File: src/biou_pkg.sv
// ----------------------------------------------------------------------------
// biou_pkg
// Shared types and constants for the box IoU pipeline.
// ----------------------------------------------------------------------------
package biou_pkg;

    localparam int COORD_BITS    = 16;
    localparam int IOU_FRAC_BITS = 16;
    localparam int AREA_BITS     = 2 * COORD_BITS;
    localparam int REM_BITS      = AREA_BITS + 1;
    localparam int Q_BITS        = IOU_FRAC_BITS + 1;
    localparam int NUM_CELLS     = Q_BITS;

    localparam logic [Q_BITS-1:0] IOU_ONE = {1'b1, {IOU_FRAC_BITS{1'b0}}};

    typedef logic [COORD_BITS-1:0] coord_t;
    typedef logic [AREA_BITS-1:0]  area_t;

    typedef struct packed {
        coord_t a_x1;
        coord_t a_y1;
        coord_t a_x2;
        coord_t a_y2;
        coord_t b_x1;
        coord_t b_y1;
        coord_t b_x2;
        coord_t b_y2;
    } in_t;

    typedef struct packed {
        logic [Q_BITS-1:0] iou;
        logic              overlaps;
    } out_t;

    // word handed from cell to cell of the divider chain
    typedef struct packed {
        logic                overlaps;
        area_t               den;
        logic [REM_BITS-1:0] p;
        logic [Q_BITS-1:0]   q;
    } div_t;

endpackage

File: src/box_iou_top.sv
// ----------------------------------------------------------------------------
// box_iou_top
// Intersection over union of two boxes, one pair per cycle while the output is not stalled.
// ----------------------------------------------------------------------------
//  channel  | signals                        | word
//  ---------+--------------------------------+---------------------------
//  input    | in_valid / in_ready / in_word  | biou_pkg::in_t  (8 corners)
//  output   | out_valid / out_ready / out_word | biou_pkg::out_t (iou, flag)
//
// Accepts one box pair per cycle unless the output stalls. Three front stages
// (corners, products, union) precede one divider cell per quotient bit (17).
// Every stage has its own valid bit, so bubbles close up while the output
// is stalled and the pipeline keeps taking words until all stages are full.
// Reset clears the valid bits only; the data registers are not reset.
module box_iou_top (
    input  logic           clk,
    input  logic           rst_n,
    input  logic           in_valid,
    output logic           in_ready,
    input  biou_pkg::in_t  in_word,
    output logic           out_valid,
    input  logic           out_ready,
    output biou_pkg::out_t out_word
);
    import biou_pkg::*;

    logic [NUM_CELLS:0] chain_valid;
    logic [NUM_CELLS:0] chain_ready;
    div_t               chain_word [NUM_CELLS+1];

    biou_front u_front (
        .clk       (clk),
        .rst_n     (rst_n),
        .in_valid  (in_valid),
        .in_ready  (in_ready),
        .in_word   (in_word),
        .out_valid (chain_valid[0]),
        .out_ready (chain_ready[0]),
        .out_word  (chain_word[0])
    );

    for (genvar i = 0; i < NUM_CELLS; i++)
    begin : g_cell
        biou_div_cell u_cell (
            .clk       (clk),
            .rst_n     (rst_n),
            .in_valid  (chain_valid[i]),
            .in_ready  (chain_ready[i]),
            .in_word   (chain_word[i]),
            .out_valid (chain_valid[i+1]),
            .out_ready (chain_ready[i+1]),
            .out_word  (chain_word[i+1])
        );
    end

    assign chain_ready[NUM_CELLS] = out_ready;
    assign out_valid              = chain_valid[NUM_CELLS];
    assign out_word.iou           = chain_word[NUM_CELLS].q;
    assign out_word.overlaps      = chain_word[NUM_CELLS].overlaps;

    a_iou_max: assert property (@(posedge clk) disable iff (!rst_n)
        out_valid |-> out_word.iou <= IOU_ONE)
        else $error("iou above one");
    a_no_overlap_zero: assert property (@(posedge clk) disable iff (!rst_n)
        out_valid && !out_word.overlaps |-> out_word.iou == '0)
        else $error("nonzero iou without overlap");
    a_out_hold: assert property (@(posedge clk) disable iff (!rst_n)
        out_valid && !out_ready |=> out_valid && $stable(out_word))
        else $error("output word changed while stalled");

endmodule

File: src/biou_front.sv
// ----------------------------------------------------------------------------
// biou_front
// Intersection corners, areas and union in three register stages.
// ----------------------------------------------------------------------------
module biou_front (
    input  logic          clk,
    input  logic          rst_n,
    input  logic          in_valid,
    output logic          in_ready,
    input  biou_pkg::in_t in_word,
    output logic          out_valid,
    input  logic          out_ready,
    output biou_pkg::div_t out_word
);
    import biou_pkg::*;

    logic   s1_valid_reg, s1_valid_next;
    logic   s1_ovl_reg;
    coord_t s1_iw_reg, s1_ih_reg, s1_aw_reg, s1_ah_reg, s1_bw_reg, s1_bh_reg;
    logic   s2_valid_reg, s2_valid_next;
    logic   s2_ovl_reg;
    area_t  s2_inter_reg, s2_area_a_reg, s2_area_b_reg;
    logic   s3_valid_reg, s3_valid_next;
    div_t   s3_word_reg;

    logic   s1_ready, s2_ready, s3_ready;
    coord_t ix1, iy1, ix2, iy2;
    area_t  uni;
    div_t   s3_word_next;

    assign s3_ready = !s3_valid_reg || out_ready;
    assign s2_ready = !s2_valid_reg || s3_ready;
    assign s1_ready = !s1_valid_reg || s2_ready;
    assign in_ready = s1_ready;

    always_comb
    begin
        ix1 = (in_word.a_x1 > in_word.b_x1) ? in_word.a_x1 : in_word.b_x1;
        iy1 = (in_word.a_y1 > in_word.b_y1) ? in_word.a_y1 : in_word.b_y1;
        ix2 = (in_word.a_x2 < in_word.b_x2) ? in_word.a_x2 : in_word.b_x2;
        iy2 = (in_word.a_y2 < in_word.b_y2) ? in_word.a_y2 : in_word.b_y2;
    end

    // union never exceeds the bounding box, so it fits the area width
    assign uni = s2_area_a_reg - s2_inter_reg + s2_area_b_reg;

    always_comb
    begin
        s3_word_next.overlaps = s2_ovl_reg;
        s3_word_next.q        = '0;
        if (s2_ovl_reg)
        begin
            s3_word_next.den = uni;
            s3_word_next.p   = {1'b0, s2_inter_reg};
        end
        else
        begin
            // empty box: divide zero by one to get a zero quotient
            s3_word_next.den = area_t'(1);
            s3_word_next.p   = '0;
        end
    end

    assign s1_valid_next = s1_ready ? in_valid : s1_valid_reg;
    assign s2_valid_next = s2_ready ? s1_valid_reg : s2_valid_reg;
    assign s3_valid_next = s3_ready ? s2_valid_reg : s3_valid_reg;

    always_ff @(posedge clk or negedge rst_n)
    begin
        if (!rst_n)
        begin
            s1_valid_reg <= 1'b0;
            s2_valid_reg <= 1'b0;
            s3_valid_reg <= 1'b0;
        end
        else
        begin
            s1_valid_reg <= s1_valid_next;
            s2_valid_reg <= s2_valid_next;
            s3_valid_reg <= s3_valid_next;
        end
    end

    always_ff @(posedge clk)
    begin
        if (s1_ready && in_valid)
        begin
            s1_ovl_reg <= (ix2 > ix1) && (iy2 > iy1);
            s1_iw_reg  <= ix2 - ix1;
            s1_ih_reg  <= iy2 - iy1;
            s1_aw_reg  <= in_word.a_x2 - in_word.a_x1;
            s1_ah_reg  <= in_word.a_y2 - in_word.a_y1;
            s1_bw_reg  <= in_word.b_x2 - in_word.b_x1;
            s1_bh_reg  <= in_word.b_y2 - in_word.b_y1;
        end
        if (s2_ready && s1_valid_reg)
        begin
            s2_ovl_reg    <= s1_ovl_reg;
            s2_inter_reg  <= area_t'(s1_iw_reg) * area_t'(s1_ih_reg);
            s2_area_a_reg <= area_t'(s1_aw_reg) * area_t'(s1_ah_reg);
            s2_area_b_reg <= area_t'(s1_bw_reg) * area_t'(s1_bh_reg);
        end
        if (s3_ready && s2_valid_reg)
        begin
            s3_word_reg <= s3_word_next;
        end
    end

    assign out_valid = s3_valid_reg;
    assign out_word  = s3_word_reg;

    a_num_le_den: assert property (@(posedge clk) disable iff (!rst_n)
        s3_valid_reg |-> s3_word_reg.p <= {1'b0, s3_word_reg.den})
        else $error("numerator exceeds union");
    a_den_nonzero: assert property (@(posedge clk) disable iff (!rst_n)
        s3_valid_reg |-> s3_word_reg.den != '0)
        else $error("zero divisor");
    a_empty_zero: assert property (@(posedge clk) disable iff (!rst_n)
        s3_valid_reg && !s3_word_reg.overlaps |-> s3_word_reg.p == '0)
        else $error("empty box with nonzero numerator");

endmodule

File: src/biou_div_cell.sv
// ----------------------------------------------------------------------------
// biou_div_cell
// One restoring division step: compare, subtract, shift, one quotient bit.
// ----------------------------------------------------------------------------
module biou_div_cell (
    input  logic           clk,
    input  logic           rst_n,
    input  logic           in_valid,
    output logic           in_ready,
    input  biou_pkg::div_t in_word,
    output logic           out_valid,
    input  logic           out_ready,
    output biou_pkg::div_t out_word
);
    import biou_pkg::*;

    logic                valid_reg, valid_next;
    div_t                word_reg, word_next;
    logic                take;
    logic [REM_BITS-1:0] den_ext;
    logic [REM_BITS-1:0] rem;

    assign in_ready = !valid_reg || out_ready;
    assign den_ext  = {1'b0, in_word.den};
    assign take     = in_word.p >= den_ext;
    assign rem      = take ? (in_word.p - den_ext) : in_word.p;

    always_comb
    begin
        word_next.overlaps = in_word.overlaps;
        word_next.den      = in_word.den;
        // remainder is below den, so the shifted value still fits
        word_next.p        = {rem[REM_BITS-2:0], 1'b0};
        word_next.q        = {in_word.q[Q_BITS-2:0], take};
    end

    assign valid_next = in_ready ? in_valid : valid_reg;

    always_ff @(posedge clk or negedge rst_n)
    begin
        if (!rst_n)
        begin
            valid_reg <= 1'b0;
        end
        else
        begin
            valid_reg <= valid_next;
        end
    end

    always_ff @(posedge clk)
    begin
        if (in_ready && in_valid)
        begin
            word_reg <= word_next;
        end
    end

    assign out_valid = valid_reg;
    assign out_word  = word_reg;

    a_rem_bound: assert property (@(posedge clk) disable iff (!rst_n)
        valid_reg |-> word_reg.p < {word_reg.den, 1'b0})
        else $error("partial remainder out of range");
    a_take_fits: assert property (@(posedge clk) disable iff (!rst_n)
        in_valid && in_ready |-> in_word.p < {in_word.den, 1'b0})
        else $error("step input remainder out of range");

endmodule

File: config.mk
export PLATFORM = sky130hd
export DESIGN_NAME = box_iou_top
export DESIGN_NICKNAME = d
export VERILOG_FILES = /design/src/biou_pkg.sv /design/src/box_iou_top.sv /design/src/biou_front.sv /design/src/biou_div_cell.sv
export SDC_FILE = /design/constraint.sdc
export NUM_CORES = 2
export LEC_CHECK = 0
export ABC_AREA = 1
export BUFFER_PORTS_ARGS = -buffer_cell sky130_fd_sc_hd__buf_4
export CORE_ASPECT_RATIO = 1.4
export CORE_MARGIN = 3
export CORE_UTILIZATION = 55
export DETAILED_ROUTE_END_ITERATION = 8
export GPL_ROUTABILITY_DRIVEN = 0
export PLACE_DENSITY = 0.81
export RECOVER_POWER = 50
export SKIP_LAST_GASP = 1
export SLEW_MARGIN = 20
export SYNTH_ARGS = -nofsm -noshare
export SYNTH_HDL_FRONTEND = slang
export SYNTH_SLANG_ARGS = --single-unit
File: constraint.sdc
create_clock -name clk -period 6.6 [get_ports clk]
set_input_delay 1.32 -clock clk [delete_from_list [all_inputs] [get_ports clk]]
set_output_delay 1.32 -clock clk [all_outputs]
set_load 0.02 [all_outputs]
==> impl_metrics.yaml <==
clock_network:
  clock_latency_ns: 0.87
  cts_tree: "done"
  cts-root-buf: "clkbuf_16"
  hold_buffers: 0
  cts.htree.levels: 4
  numCtsBuffers: 156
  cts_setup_buffers: 0
  ctsResizeCount: 0
  clockBufferDepth: 4
  clkSinkCount: 1473
  clkTransAtPathRegs_ns: 0.06
timing:
  final_min_period_over_clock_period: 0.9399
  fin_tns_setup_ns: 0
  tightest_slew_ns: 3.575
  finalHoldViolCount: 0
  max-slew-margin-rel: -1.383
  skew_ns: 0.07960
  slew_violations: 593
  fmax_ghz: 0.1612
  grt_setup_unrepaired: "false"
  setup_viol: 0
  fin_crit_ns: 6.203
final_layout:
  drive_gt1_frac: 0.06882
  reg.largest.list: "g_cell.u_cell.out_word x1194, u_front.out_word x65"
  final.fill_count: 17230
  register_area_sq_mm: 0.04413
  largest_register_ffs: 1194
  nets: 14850
  area_growth_pct: 6.978
  regMostFlops: "g_cell.u_cell.out_word"
  finalNonFillerCells: 15980
  multiInputGateArea_sq_mm: 0.06146
logic_synthesis:
  avgSynthCellArea_sq_um: 9.027
  yosys-top-cells-count: "nand2_1, inv_1, edfxtp_1"
  synth_nets: 14790
  synth-warning-count: 0
  synth.distinct_cells: 68
  synthFlopType: "edfxtp_1"
  yosysTopAreaCell: "edfxtp_1"
  ys_seq_elements: 1473
  synth_most_common_cell: "nand2_1"
  synth.top_cell.area_share: 0.3722
  syn-cell-area_sq_mm: 0.1172
  synthArstFlopShare: 0.01358
  synthTopCellsByArea: "edfxtp_1, ha_1, fa_1"
  yosysSeqAreaShare: 0.3765
  synthCells: 12990
  synth-edff-count: 1453
critical_path:
  worstSetupPathType: "reg -> reg"
  worstReg2RegStart: "u_front.s1_bw_reg[13]"
  startpoint_type: "register"
  endpoint_kind: "register"
  crit_arrival_ns: 6.76
  required_ns: 7.15
  critPathMaxFanout: 16
  r2r-end: "u_front.s2_area_b_reg[28]"
  reg2reg_setup_slack_ns: 0.40
  rr_worst_depth: 19
drt:
  dr.pass1.iters: 8
  drc: 0
  via_count: 91620
  routedWlPerCell_um: 21.04
  routed_wl_mm: 336.2
  routed_via_density: 5.733
  drt_iter0_drc: 7149
  ant_nets: 0
global_routing:
  grt_pass1_vias: 96170
  grt_overflow: 0
  grt_pass1_wl_mm: 518.0
  grt.total_usage: 0.3101
  antenna_found_initial: 41
  grt_max_degree: 79
outcome:
  violations: "capacitance limit, slew limit"
  status: "finished with violations"
floorplan:
  die_width_um: 396.2
  core_area_sq_mm: 0.2109
  die-area_sq_mm: 0.2188
  fp.dieH_um: 552.2
  rows: 199
  initial_core_util: 0.5558
  io_pins: 152
flow_run:
  max_cap_viol_count: 13
placement:
  dp.cells: 15680
  io_buffers: 151
  dp_hpwl_mm: 258.6
min_path:
  worstHoldEndpoint: "g_cell[2].u_cell.out_word[82]"
  hold_depth: 0
  min_from: "g_cell[1].u_cell.out_word[82]"
  hp-class: "reg -> reg"
## critical path, cell delays in order, from the launching register on
cell and delay [ns]:
edfxtp_1 0.79, nand2_1 0.19, fa_1 0.56, fa_1 0.52, fa_1 0.68, inv_1 0.11, fa_1 0.46, fa_1 0.52
inv_1 0.06, fa_1 0.47, inv_1 0.04, ha_1 0.43, nand4_1 0.20, nor3_1 0.18, nand2_1 0.07, o211ai_1 0.28
nand3_1 0.11, nand2_1 0.11, a21oi_1 0.08, xor2_1 0.14
## per-stage QoR
stage	setup slack [ns]	instance area, sq um	hold WS (ns)	utilization
finish	0.3967	125400	0.4114	0.5946
global route	0.07467	125400	0.4183	0.5945
CTS	0.4729	125400	0.4087	0.5945
detailed placement	0.4789	120400	0.4045	0.5711
global placement	0.5482	120400	0.4003	0.5711
floorplan	0.8471	117200	0.4003	-
## per-layer routing
layer	track usage	part of all wire	vias up
met5	0.006173	0.0013	-
met4	0.3168	0.13	44
met3	0.09863	0.078	2155
met2	0.5534	0.51	4273
met1	0.2595	0.29	42820
li1	-	-	42330
## layout by cell type (no fill, tap or decap), types with 295 or more instances in the layout
| master | Yosys | final |
|---|---|---|
| edfxtp_1 | 1453 | 1453 |
| inv_1 | 2576 | 2571 |
| ha_1 | 1041 | 1041 |
| a21oi_1 | 731 | 727 |
| xnor2_1 | 297 | 297 |
| nand3_1 | 293 | 295 |
| fa_1 | 635 | 635 |
| o21ai_0 | 566 | 565 |
| nand2_1 | 2803 | 2803 |
| nor2_1 | 618 | 617 |
## how the worst max path moves through the flow
stage	start	end	slack, ns
floorplan	u_front.s1_aw_reg[7]	u_front.s2_area_a_reg[30]	0.85
global placement	u_front.s1_aw_reg[7]	u_front.s2_area_a_reg[30]	0.55
detailed placement	u_front.s1_aw_reg[6]	u_front.s2_area_a_reg[28]	0.48
CTS	u_front.s1_aw_reg[6]	u_front.s2_area_a_reg[28]	0.47
global route	u_front.s1_bw_reg[13]	u_front.s2_area_b_reg[28]	0.07
finish	u_front.s1_bw_reg[13]	u_front.s2_area_b_reg[28]	0.40
## area by class of cell
type | instances | share of cell area
inverters | 2592 | 0.07774
well taps | 2814 | 0.02808
flip-flops and latches | 1473 | 0.3519
clock buffers | 201 | 0.03332
clock inverters | 71 | 0.006047
repair buffers | 220 | 0.01243
multi-input cells | 8594 | 0.4901
diodes | 16 | 0.0003193
## cell families (layout without fill, tap and decap cells)
logic type               count (synthesis)  count (layout)  share of synthesized area
AO/OA/AOI/OAI                         2105            2105                     0.1096
XOR/XNOR                               573             573                    0.04282
adder cells (fa/ha/maj)               1676            1676                     0.2196
buffers and inverters                 2918            3084                    0.09960
flip-flops                            1473            1473                     0.3765
other                                    0              16                          0
AND/OR/NAND/NOR                       4240            4240                     0.1519
Power is not shown: default switching activity piles up to over one toggle a cycle in this logic, so the estimate is an artifact.
